===== config.mk =====
export PLATFORM = sky130hd
export DESIGN_NAME = tsf_front
export DESIGN_NICKNAME = d
export VERILOG_FILES = /design/src/hdl/tsf_pkg.sv /design/src/hdl/tsf_front.sv
export SDC_FILE = /design/constraint.sdc
export NUM_CORES = 1
export LEC_CHECK = 0
export BUFFER_PORTS_ARGS = -buffer_cell sky130_fd_sc_hd__buf_2
export CAP_MARGIN = 20
export CELL_PAD_IN_SITES_DETAIL_PLACEMENT = 0
export CELL_PAD_IN_SITES_GLOBAL_PLACEMENT = 2
export CORE_MARGIN = 2
export CORE_UTILIZATION = 30
export CTS_BUF_LIST = sky130_fd_sc_hd__clkbuf_16
export DETAILED_ROUTE_END_ITERATION = 7
export HOLD_SLACK_MARGIN = 0.15
export PLACE_DENSITY_LB_ADDON = 0.2
export SYNTH_ARGS = -nofsm -noshare
export SYNTH_HDL_FRONTEND = slang
export SYNTH_SLANG_ARGS = --single-unit

===== constraint.sdc =====
create_clock -name clock -period 10.55 [get_ports clock]
set_input_delay 1.5825 -clock clock [delete_from_list [all_inputs] [get_ports clock]]
set_output_delay 1.5825 -clock clock [all_outputs]
set_load 0.005 [all_outputs]

===== src/hdl/tsf_pkg.sv =====
`default_nettype none
// ----------------------------------------------------------------------------
// tsf_pkg: shared types and constants of the text simhash fingerprint
// Word-event and result records, FNV-1a constants and field widths.
// ----------------------------------------------------------------------------
package tsf_pkg;

   localparam int HASH_W  = 64;
   localparam int COUNT_W = 16;
   localparam int BYTE_W  = 8;

   // 64-bit FNV-1a offset basis
   localparam logic [HASH_W-1:0] FNV_BASIS = 64'hCBF29CE484222325;
   // FNV prime is 2^40 + 0x1B3: one shift plus a narrow constant product
   localparam int                FNV_PRIME_SHIFT = 40;
   localparam logic [8:0]        FNV_PRIME_LOW   = 9'h1B3;

   // Word close and/or end of text, handed from front to back
   typedef struct packed {
      logic              has_word;
      logic              last;
      logic [HASH_W-1:0] hash;
   } word_evt_type;

   // One finished fingerprint
   typedef struct packed {
      logic [HASH_W-1:0]  fingerprint;
      logic [COUNT_W-1:0] word_count;
      logic               vote_saturated;
   } result_type;

endpackage : tsf_pkg
`default_nettype wire


===== src/hdl/tsf_front.sv =====
`default_nettype none
// ----------------------------------------------------------------------------
// tsf_front: byte classifier and FNV-1a word hasher
// Lowers letters, hashes word bytes and emits one event per closed word or
// end of text.
// ----------------------------------------------------------------------------
module tsf_front (
   input  wire logic                         clock,
   input  wire logic                         reset,
   input  wire logic                         accept,
   input  wire logic [tsf_pkg::BYTE_W-1:0]   text_byte,
   input  wire logic                         end_of_text,
   output logic                              evt_push,
   output tsf_pkg::word_evt_type             evt
);
   import tsf_pkg::*;

   logic [HASH_W-1:0] hash_ff, hash_in;
   logic              inside_ff, inside_in;
   logic              is_word, is_upper;
   logic [BYTE_W-1:0] lowered;
   logic [HASH_W-1:0] base, mixed, hashed;

   // classify: letters, digits and high bytes belong to words
   always_comb begin
      is_word  = text_byte inside {[8'h80:8'hFF], [8'h30:8'h39],
                                   [8'h41:8'h5A], [8'h61:8'h7A]};
      is_upper = text_byte inside {[8'h41:8'h5A]};
      lowered  = is_upper ? (text_byte | 8'h20) : text_byte;
   end

   // one FNV-1a step: xor the byte, multiply by the prime
   always_comb begin
      base   = inside_ff ? hash_ff : FNV_BASIS;
      mixed  = base ^ HASH_W'(lowered);
      hashed = (mixed << FNV_PRIME_SHIFT) + (mixed * HASH_W'(FNV_PRIME_LOW));
   end

   // track the open word and build the event
   always_comb begin
      hash_in      = hash_ff;
      inside_in    = inside_ff;
      evt.has_word = 1'b0;
      evt.last     = end_of_text;
      evt.hash     = hash_ff;
      evt_push     = 1'b0;
      if (accept) begin
         if (is_word) begin
            hash_in      = hashed;
            inside_in    = 1'b1;
            evt.has_word = end_of_text;
            evt.hash     = hashed;
         end else begin
            inside_in    = 1'b0;
            evt.has_word = inside_ff;
         end
         if (end_of_text) begin
            inside_in = 1'b0;
            hash_in   = '0;
         end
         evt_push = evt.has_word || end_of_text;
      end
   end

   always_ff @(posedge clock) begin
      if (reset) begin
         hash_ff   <= '0;
         inside_ff <= 1'b0;
      end else begin
         hash_ff   <= hash_in;
         inside_ff <= inside_in;
      end
   end

endmodule : tsf_front
`default_nettype wire


==> impl_metrics.tcl <==
set metrics [dict create \
    rsz0062_at_grt "false" \
    fmax_ghz 0.1028 \
    grt_pass1_vias 12244 \
    hold_viol_final 0 \
    p_leak_nw 8.248 \
    path_max_fanout 8 \
    dpl.hpwl_um 39660 \
    status "completed" \
    clock_latency_ns 0.40 \
    finalNetCount 2133 \
    via_per_inst 4.832 \
    power_frac_comb_pct 87.8 \
    busiest_layer "met2" \
    vias 11229 \
    drive_above_1_share_pct 7.548 \
    p_int_mw 2.340 \
    yosysWarnings 0 \
    rows 80 \
    gp_congestion 0.8715 \
    fp.coreArea_sq_um 47850 \
    cts_hold_buf 0 \
    place.port_buffers 78 \
    path_delay_family "compound AO/OA/AOI/OAI gates" \
    die_y_um 224.6 \
    drt_iter0_drc 494 \
    min_path_type "flop to flop" \
    met2_usage_pct 32.73 \
    worst_pin_slew_ns 0.8419 \
    cts_tree "done" \
    finalCritPeriodShare_pct 92.22 \
    clk_pin_slew_ns 0.06 \
    synthCells 1669 \
    power_frac_seq_pct 6.1 \
    grt_start_max_net_pins 65 \
    syn_nets 2098 \
    routed_wl_um 46180 \
    area_growth_pct 8.230 \
    path_class "input port to primary output" \
    clk_path_buf_depth 2 \
    clkSinkCount 65 \
    grt_antenna_before_repair 1 \
    async_flop_share_pct 0 \
    p_per_area_nw_per_um2 339.2 \
    clock_power_share_pct 6.0 \
    diodes 0 \
    crit_buf_inv 4 \
    synth_area_leaders "fa_1 (33%), ha_1 (15%), inv_1 (9.2%)" \
    postCtsSetupBuffers 0 \
    htree_levels 3 \
    drc 0 \
    cts_root_buf "clkbuf_16" \
    cts.repair.resized 0 \
    ys_types 71 \
    ys_ff_latch 65 \
    p_sw_mw 3.017 \
    cp-start-kind "input port" \
    syn_avg_cell_area_sq_um 8.744 \
    slowest_delay_ns 0.66 \
    dieArea_sq_um 50430 \
    setup_viol 0 \
    syn_area_sq_um 14590 \
    relSlewSlack_pct 43.87 \
    tns_ns 0 \
    gr-total-overflow 0 \
    wire_per_inst_um 19.87 \
    synthFlopType "dfxtp_1" \
    slew_violations 0 \
    switching_share_pct 56.33 \
    grt_pass1_wl_um 72660 \
    die_w_um 224.6 \
    numCtsBuffers 9 \
    track_usage_pct 19.29 \
    gr-usage-met3_pct 3.801 \
    dr.pass1.iters 5 \
    n_fill_cell 5115 \
    cp.arrival_ns 8.15 \
    synth-edff-count 0 \
    io_pins 79 \
    seqCellArea_sq_um 1303 \
    yosysTopAreaCellShare_pct 33.33 \
    start_util_pct 30.50 \
    ir_worst_vdd_mv 0.1904 \
    cp.required_ns 8.97 \
    fin_crit_ns 9.729 \
    clock_skew_ns 0.01559 \
    yosysTopAreaCell "fa_1" \
    worstSetupEndpointType "primary output" \
    drv_cap 0 \
    total_power_mw 5.357 \
    antenna_left 0 \
    final_core_util_pct 33.01 \
    grt_use_met1_pct 25.53 \
    ys_seq_area_share_pct 8.916 \
    multi_input_area_sq_um 11640 \
    critical-path-slowest-cell "a31oi_1" \
]
-- cell usage after synthesis, types with 4 or more instances --
cell type  instances
a21o_1            34
a31oi_1            4
buf_4              5
nor2_1            37
nand3_1            7
and2_1            35
nor3_1             8
nand4_1           19
o211a_1           23
clkbuf_1          48
ha_1             174
xnor2_1           50
o21ai_1           13
a211oi_1           5
xor2_1            31
a21oi_1          120
fa_1             243
o21ai_0          106
nand2b_1          31
inv_1            359
and3_1             8
o31ai_1            6
a21boi_0           4
nand2_1          146
o21bai_1          10
o21a_1            10
dfxtp_1           65
-- worst paths after layout --
kind	cells after the start	end	startpoint	slack [ns]
max reg2reg	21	hash_ff[52]	inside_ff	3.46
max	26	evt[52]	text_byte[7]	0.82
min	2	hash_ff[27]	hash_ff[27]	0.49
min reg2reg	2	hash_ff[27]	hash_ff[27]	0.49
-- cell usage in the layout (no fill, tap or decap), types with 3 or more instances in the layout --
| cell | instances |
|---|---|
| a21boi_0 | 4 |
| nor4_1 | 3 |
| dfxtp_1 | 64 |
| o21ai_1 | 13 |
| and3_1 | 8 |
| ha_1 | 174 |
| nand3_1 | 7 |
| a31oi_1 | 4 |
| xnor2_1 | 50 |
| nand4_1 | 19 |
| o21a_1 | 10 |
| and2_1 | 34 |
| nor3_1 | 8 |
| o211a_1 | 23 |
| o21bai_1 | 10 |
| or3_1 | 3 |
| nor2_1 | 37 |
| o21ai_0 | 106 |
| o31ai_1 | 6 |
| a21oi_1 | 119 |
| a211oi_1 | 5 |
| clkbuf_16 | 9 |
| xor2_1 | 31 |
| nand2b_1 | 31 |
| fa_1 | 243 |
| o221ai_1 | 3 |
| a21o_1 | 34 |
| buf_2 | 78 |
| buf_4 | 9 |
| inv_1 | 362 |
| nand2_1 | 145 |
| and4_1 | 3 |
-- layout make-up --
cell class	instances	area share [%]
Clock buffer	9	1.426
Tap cell	615	4.872
Clock inverter	7	0.3485
Sequential cell	65	8.246
Inverter	359	8.531
Multi-Input combinational cell	1182	73.68
Timing Repair Buffer	87	2.899
-- flip-flops by register name, summed over array words and instances (netlist names) --
name / flops
hash_ff: 64
inside_ff: 1
-- layer usage --
metal	wire length [um]	up-vias
met2	22300	146
met4	724	0
met1	21400	5641
li1	-	5413
met3	1758	29
met5	0	-
-- metrics by stage --
step / setup WS (ns) / std cells / area (sq um) / hold WS [ns]
CTS: 0.7327 / 2324 / 15800 / 0.4936
finish: 0.8212 / 2324 / 15800 / 0.4894
global route: 0.2845 / 2324 / 15800 / 0.5139
global placement: 0.8125 / 2308 / 15510 / 0.4728
floorplan: 2.053 / 1669 / 14590 / 0.4564
detailed placement: 0.7676 / 2308 / 15510 / 0.4868
-- worst reg2reg max path: cells and delay by family, from the launching register on --
family | cells | cell delay (ns)
fa+ha+maj | 6 | 2.59
compound gates | 9 | 2.33
flops | 1 | 0.73
xor+xnor | 2 | 0.72
buf+inv | 3 | 0.49
simple gates | 1 | 0.10
-- power by group through the flow --
stage | clock [mW] | combinational, mW | sequential [mW]
final | 0.323 | 4.71 | 0.329
after CTS | 0.342 | 4.79 | 0.330
after global placement | 0 | 4.78 | 0.333
after global routing | 0.346 | 5.34 | 0.337
after detailed placement | 0 | 4.76 | 0.334
after floorplan | 0 | 3.37 | 0.321
-- kinds of logic after synthesis --
logic type	share of synthesized area, %
adders and majority gates	48.25
DFF	8.916
buffers and inverters	11.48
and+or+nand+nor	10.29
xor gates and xnor gates	4.861
AOI/OAI and AO/OA	16.07
muxes	0.1372
Power figures use the tool's default switching activity.
