File: src/hdl/tsf_fifo.sv
`default_nettype none
// ----------------------------------------------------------------------------
// tsf_fifo: small register queue
// Holds DEPTH entries of WIDTH bits; the oldest entry is shown while not empty.
// ----------------------------------------------------------------------------
module tsf_fifo #(
   parameter int WIDTH = 8,
   parameter int DEPTH = 2
) (
   input  wire logic             clock,
   input  wire logic             reset,
   input  wire logic             push,
   input  wire logic [WIDTH-1:0] wr_data,
   output logic                  full,
   input  wire logic             pop,
   output logic [WIDTH-1:0]      rd_data,
   output logic                  empty
);

   localparam int PTR_W = (DEPTH > 1) ? $clog2(DEPTH) : 1;
   localparam int CNT_W = $clog2(DEPTH + 1);

   logic [WIDTH-1:0] store_ff [DEPTH];
   logic [PTR_W-1:0] wr_ptr_ff, wr_ptr_in;
   logic [PTR_W-1:0] rd_ptr_ff, rd_ptr_in;
   logic [CNT_W-1:0] count_ff, count_in;
   logic             do_push, do_pop;

   assign full    = (count_ff == CNT_W'(DEPTH));
   assign empty   = (count_ff == '0);
   assign do_push = push && !full;
   assign do_pop  = pop && !empty;
   assign rd_data = store_ff[rd_ptr_ff];

   // advance pointers with wrap at the depth
   always_comb begin
      wr_ptr_in = wr_ptr_ff;
      rd_ptr_in = rd_ptr_ff;
      count_in  = count_ff;
      if (do_push) begin
         wr_ptr_in = (wr_ptr_ff == PTR_W'(DEPTH - 1)) ? '0 : wr_ptr_ff + PTR_W'(1);
      end
      if (do_pop) begin
         rd_ptr_in = (rd_ptr_ff == PTR_W'(DEPTH - 1)) ? '0 : rd_ptr_ff + PTR_W'(1);
      end
      if (do_push && !do_pop) begin
         count_in = count_ff + CNT_W'(1);
      end else if (do_pop && !do_push) begin
         count_in = count_ff - CNT_W'(1);
      end
   end

   always_ff @(posedge clock) begin
      if (reset) begin
         wr_ptr_ff <= '0;
         rd_ptr_ff <= '0;
         count_ff  <= '0;
      end else begin
         wr_ptr_ff <= wr_ptr_in;
         rd_ptr_ff <= rd_ptr_in;
         count_ff  <= count_in;
      end
   end

   // write the entry on each transfer in
   always_ff @(posedge clock) begin
      if (do_push) begin
         store_ff[wr_ptr_ff] <= wr_data;
      end
   end

endmodule : tsf_fifo
`default_nettype wire

File: config.mk
export PLATFORM = sky130hd
export DESIGN_NAME = tsf_fifo
export DESIGN_NICKNAME = d
export VERILOG_FILES = /design/src/hdl/tsf_fifo.sv
export SDC_FILE = /design/constraint.sdc
export NUM_CORES = 1
export LEC_CHECK = 0
export BUFFER_PORTS_ARGS = -buffer_cell sky130_fd_sc_hd__buf_2
export CAP_MARGIN = 10
export CORE_MARGIN = 5
export CORE_UTILIZATION = 40
export DETAILED_ROUTE_END_ITERATION = 16
export GPL_TIMING_DRIVEN = 0
export PLACE_DENSITY = 0.66
export SKIP_LAST_GASP = 1
export SLEW_MARGIN = 10
export SYNTH_ARGS = -nofsm -noshare
export SYNTH_HDL_FRONTEND = slang
export SYNTH_SLANG_ARGS = --single-unit
File: constraint.sdc
create_clock -name clock -period 1.5 [get_ports clock]
set_input_delay 0.3 -clock clock [delete_from_list [all_inputs] [get_ports clock]]
set_output_delay 0.3 -clock clock [all_outputs]
set_load 0.01 [all_outputs]
==> summary.md, run 1 <==
| Metric | Value |
|---|---|
| Outcome | `finished, violations left` |
| Failing checks | `negative setup slack` |
| Die height | `between 50 and 60 microns` |
| Crit Path Max Fanout | `8` |
| Final-report setup violation count | `5` |
| Net count, final | `89` |
| Met3 WL | `103 microns` |
| Critical path data required time | `1.20 ns` |
| Final wirelength | `roughly 1200 microns` |
| Setup crit end kind | `output pin` |
| TritonCTS clock tree | `yes` |
| Largest net degree at the start of global routing | `13` |
| Post-CTS Setup Bufs | `0` |
| Vias in the first global route | `451` |
| Max_slew headroom | `74.3%` |
| Synth cell count leaders | `edfxtp_1 (16), mux2_2 (8), dfxtp_1 (5), nor2_1 (5)` |
| Max_cap viols | `0` |
| Clk_lat worst skew | `approximately 0.30 ns` |
| Total track usage | `9.44%` |
| Yosys warnings | `0` |
| WL/cell | `12.2 microns` |
| DR top layer | `met4` |
| CP peak stage delay | `0.34 ns` |
| Buffers & Inverters on Critical Path | `2` |
| Post-synth top area cell | `edfxtp_1` |
| Yosys top cell area share | `60.6%` |
| Top post-synthesis cells by area | `edfxtp_1 (61%), dfxtp_1 (13%), mux2_2 (11%)` |
| Pins Over Slew Limit | `0` |
| RSZ-0062 raised after global routing | `yes` |
| Crit path kind | `flop to output pin` |
| DP HPWL | `approximately 850 microns` |
| DRC Markers | `0` |
| EDFF count, synth | `16` |
| Hold_sp | `wr_data[4]` |
| Initial antenna violation count | `0` |
| H-Tree Depth | `1` |
| Layout cell share with drive strength beyond 1 | `a little under three fifths` |
| Top-count cell post-synth | `edfxtp_1` |
| Vias per inst | `between 4 and 5` |
| Worst Hold Class | `input pin to flop` |
| Cells along the critical path | `buf_8 -> mux2_4 -> buf_6` |
| Worst path slowest cell | `dfxtp_2` |
| Wire length on met2 | `between 600 and 700 microns` |
| Post-route minimum period | `1.51 ns` |
| Drt pass-1 iters | `3` |
| Area grow syn2layout | `36.6%` |
| Via count | `roughly 460` |
| Cells after Synth | `50` |
| Clock sink count | `21` |
| Fmax | `664 MHz` |
| Library cells used by synthesis | `13` |
| GRT Residual Overflow | `0` |
| Port-buffer cells | `21` |
| Clock Skew | `0.00820 ns` |
| Mapped Avg Cell Area | `15.9 sq um` |
| Mapped Nets | `63` |
| Rows | `16` |
| CTS clk-pin slew, worst paths | `0.11 ns` |
| Mapped Area | `793 sq um` |
| Inst Count DP | `98` |
| Tcrit/Tclk final | `100%` |
| WP data arrival | `between 1 and 1.5 ns` |
| Root Driver | `clkbuf_4` |
| Die width | `54.5 microns` |
| Worst VDD drop | `0.821 mV` |
| R2R Path Start | `count_ff[1]$_SDFFE_PP0P_` |
| Startpoint types | `flop` |
| Post-DRT Antenna Nets | `0` |
| Sum of negative setup slack | `-0.0137 ns` |
| Top delay family on crit path | `flip-flops` |
| Final hold vios | `0` |
| Initial Utilization | `between 40% and 50%` |
| Ys async rst share | `0%` |
| Die area | `2970 sq um` |
| Yosys reg bits | `21` |
| Prevailing post-synth register cell | `edfxtp_1` |
| CTS Hold Bufs | `0` |
| Post-route setup slack | `-0.00706 ns` |
| # diodes | `0` |
| Leakage power | `0.437 nW` |
| CTS Buf Count | `3` |
| Worst Max-Slew Pin Slew | `0.385 ns` |
| GP Congestion | `0.684` |
| CTS resizes | `24` |
| Detailed Route Iter0 Violations | `2` |
| Core Region | `1920 sq um` |
| I/O Pins | `22` |
| First-pass GRT wire length | `1860 microns` |
| Pwr Density | `1650 nW/um^2` |
| Register area share after synthesis | `73.2%` |
| DRT met1 WL | `486 microns` |
| Clock Path Buffers | `2` |
| Fin cells | `between 100 and 150` |
-- cells by family (layout without fill, tap and decap cells) --
logic type                 Yosys count  count (layout)  synth area share, %
DFF                                 21              21                 73.2
and+or+nand+nor                      9               9                 5.84
muxes                                8               8                 11.4
AOI/OAI and AO/OA                    5               5                 3.15
xor gates and xnor gates             3               3                 3.31
buffers and inverters                3              28                 1.58
adders and majority gates            1               1                 1.58
-- worst paths after layout --
check,end,slack (ns),cells past startpoint
worst max-delay path,rd_data[2],-0.007,3
worst min-delay path,store_ff[1][4]$_DFFE_PP_,0.18,1
worst max register to register,count_ff[1]$_SDFFE_PP0P_,0.04,5
worst min register to register,wr_ptr_ff$_SDFFE_PP0N_,0.49,2
-- state kept, by name, indices dropped and copies added, names as in the netlist, named ones only --
register   cells
store_ff      16
count_ff       2
rd_ptr_ff      1
wr_ptr_ff      1
-- stage by stage --
| step | utilization (%) | setup slack [ns] | hold WS (ns) | area [sq um] | total power [mW] |
|---|---|---|---|---|---|
| 6_report | 56.4 | -0.00706 | 0.182 | 1080 | 1.79 |
| 5_1_grt | 56.4 | -0.0592 | 0.160 | 1080 | 1.91 |
| 3_3_place_gp | 48.5 | -0.0472 | 0.468 | 932 | 1.28 |
| 3_5_place_dp | 48.5 | -0.119 | 0.474 | 932 | 1.30 |
| 2_1_floorplan | - | 0.00814 | 0.369 | 793 | 1.13 |
| 4_1_cts | 55.1 | -0.0251 | 0.173 | 1060 | 1.76 |
-- layout make-up --
cell class / count / area (sq um)
Buffer: 1 / 15.0
Clock buffer: 3 / 22.5
Clock inverter: 1 / 5.00
Fill cell: 165 / 838
Inverter: 2 / 7.51
Multi-Input combinational cell: 26 / 258
Sequential cell: 21 / 587
Tap cell: 27 / 33.8
Timing Repair Buffer: 21 / 155
-- report_power, final --
group / internal (mW) / total, mW / switching (mW)
Combinational: 0.406 / 0.711 / 0.305
Clock: 0.0992 / 0.257 / 0.157
Sequential: 0.755 / 0.822 / 0.0668
-- layer usage --
metal,global-route usage (%),up-vias
met4,6.22,0
met2,16.7,16
met3,3.54,2
li1,-,231
met5,0,-
met1,8.98,209
-- placed cells by master (no fill, tap or decap), types with 2 or more instances in the layout --
cell type and instances:
edfxtp_1 16, buf_2 13, mux2_4 8, buf_6 8, nor2_1 4, xor2_1 3
clkbuf_4 3, inv_1 2, or3_1 2, o21ai_0 2, dfxtp_2 2, dfxtp_1 2
(Power assumes the default switching activity.)
==> run 2: changes to the inputs <==
--- a/config.mk
+++ b/config.mk
@@ -6,12 +6,9 @@
 export NUM_CORES = 1
 export LEC_CHECK = 0
 export BUFFER_PORTS_ARGS = -buffer_cell sky130_fd_sc_hd__buf_2
-export CAP_MARGIN = 10
-export CORE_MARGIN = 5
 export CORE_UTILIZATION = 40
 export DETAILED_ROUTE_END_ITERATION = 16
 export GPL_TIMING_DRIVEN = 0
-export PLACE_DENSITY = 0.66
 export SKIP_LAST_GASP = 1
 export SLEW_MARGIN = 10
 export SYNTH_ARGS = -nofsm -noshare
==> constraint.sdc (replaced) <==
create_clock -name clock -period 1.6 [get_ports clock]
set_input_delay 0.32 -clock clock [delete_from_list [all_inputs] [get_ports clock]]
set_output_delay 0.32 -clock clock [all_outputs]
set_load 0.01 [all_outputs]
==> summary.md, run 2 (synthesis results as in run 1) <==
| Metric | Value |
|---|---|
| Initial antenna violation count | `0` |
| CTS Hold Bufs | `0` |
| Die height | `46.5 microns` |
| Pins Over Slew Limit | `0` |
| WP data arrival | `around 1.2 ns` |
| First-pass GRT wire length | `1680 microns` |
| Port-buffer cells | `21` |
| Clk_lat worst skew | `0.29 ns` |
| Crit Path Max Fanout | `8` |
| Max_slew headroom | `74.5%` |
| Total track usage | `12.0%` |
| Post-route setup slack | `0.0506 ns` |
| Largest net degree at the start of global routing | `12` |
| Setup crit end kind | `output pin` |
| Pwr Total | `1.54 mW` |
| Worst Hold Class | `input pin to flop` |
| GP Congestion | `0.766` |
| CTS clk-pin slew, worst paths | `0.11 ns` |
| Final wirelength | `1140 microns` |
| Via count | `481` |
| Fin cells | `100` |
| Rows | `15` |
| Layout cell share with drive strength beyond 1 | `49.3%` |
| Die area | `2170 sq um` |
| Fmax | `roughly 650 MHz` |
| Vias per inst | `slightly below 5` |
| Crit path kind | `flop to output pin` |
| Max_cap viols | `0` |
| Largest regs | `store_ff: 16 flops, count_ff: 2 flops` |
| Top delay family on crit path | `flip-flops` |
| DRC Markers | `0` |
| Worst Max-Slew Pin Slew | `0.382 ns` |
| CP peak stage delay | `0.35 ns` |
| Cells along the critical path | `buf_8 -> mux2_2 -> buf_6` |
| Tcrit/Tclk final | `96.8%` |
| TritonCTS clock tree | `yes` |
| CTS Buf Count | `3` |
| Worst path slowest cell | `dfxtp_2` |
| Register bank with the most flops | `store_ff` |
| Clock Skew | `0.000762 ns` |
| Root Driver | `clkbuf_4` |
| Clock Path Buffers | `2` |
| # fillers | `164` |
| DP HPWL | `777 microns` |
| Clock sink count | `21` |
| Multi-input gate area | `between 200 and 250 sq um` |
| GRT Residual Overflow | `0` |
| Area grow syn2layout | `27.0%` |
| Detailed Route Iter0 Violations | `12` |
| Pre-CTS setup slack | `0.00520 ns` |
| Register area | `approximately 580 sq um` |
| Inst Count DP | `96` |
| Startpoint types | `flop` |
| I/O Pins | `22` |
| Leakage power | `0.403 nW` |
| Post-route minimum period | `1.55 ns` |
| Pwr Density | `1530 nW/um^2` |
| Final hold vios | `0` |
| Commonest non-fill, non-tap cell in the layout | `buf_2` |
| Core Region | `1780 sq um` |
| Most frequent cells in the layout | `buf_2 (17), edfxtp_1 (16), mux2_2 (6)` |
| Worst VDD drop | `0.875 mV` |
| H-Tree Depth | `1` |
| Critical path data required time | `1.28 ns` |
| Initial Utilization | `between 40 and 50%` |
| Drt pass-1 iters | `3` |
| WL/cell | `11.4 microns` |
| Post-DRT Antenna Nets | `0` |
| Outcome | `finished, final reports clean` |
| Final-report setup violation count | `0` |
| RSZ-0062 raised after global routing | `yes` |
| # diodes | `0` |
| Die width | `46.5 microns` |
| Max FFs per register | `16` |
| Vias in the first global route | `439` |
| Final Util | `56.5%` |
| Net count, final | `89` |
| Buffers & Inverters on Critical Path | `2` |
## run 2: cell types whose count changed in the layout (fill, tap and decap cells not counted), moves of 4 or more
cell    change
buf_6       -4
buf_2       +4
mux2_4      -6
mux2_2      +6
## run 2: repair_timing
item | 4_1_cts | 5_1_grt
setup endpoints to repair | 9 | 9
setup buffers | 0 | 0
cloned | 0 | 0
gates resized for setup | 2 | 12
## run 2: area by class of cell
type,count,area share [%]
Inverter,2,0.745
Multi-Input combinational cell,26,21.1
Buffer,1,1.49
Tap cell,25,3.11
Sequential cell,21,58.0
Clock buffer,4,2.61
Timing Repair Buffer,21,12.9
## run 2: worst reg2reg max path, delay by kind of cell (launching register included)
kind	cells	cell delay, ns
compound gates	1	0.14
flops	1	0.37
fa+ha+maj	1	0.31
simple gates	3	0.59
## run 2: report_power, final
group | leakage [nW] | total, mW | switching [mW] | internal [mW]
Combinational | 0.197 | 0.541 | 0.248 | 0.293
Clock | 0.0150 | 0.240 | 0.143 | 0.0968
Sequential | 0.192 | 0.758 | 0.0551 | 0.703
Total | 0.403 | 1.54 | 0.446 | 1.09
## run 2: stage by stage
stage | hold WS (ns) | area, sq um | TNS (ns)
floorplan | 0.389 | 793 | 0
global route | 0.191 | 1010 | -0.0183
CTS | 0.203 | 958 | 0
detailed placement | 0.483 | 930 | 0
global placement | 0.467 | 930 | 0
finish | 0.211 | 1010 | 0
## run 2: routing by layer
layer  vias to the layer above  part of all wire [%]  GRT usage, %
met5                         -                     0             0
met4                         0                  0.53          7.06
met3                         2                   5.8          4.31
met2                        15                    53          20.6
met1                       231                    41          12.5
li1                        233                     -             -
## run 2: final timing paths
kind	start	endpoint	slack [ns]	cells past startpoint
setup / recovery	flop	rd_data[5]	0.05	3
hold / removal	wr_data[7]	store_ff[1][7]$_DFFE_PP_	0.21	1
setup reg to reg	count_ff[1]$_SDFFE_PP0P_	count_ff[1]$_SDFFE_PP0P_	0.12	5
hold reg to reg	wr_ptr_ff$_SDFFE_PP0N_	wr_ptr_ff$_SDFFE_PP0N_	0.50	2
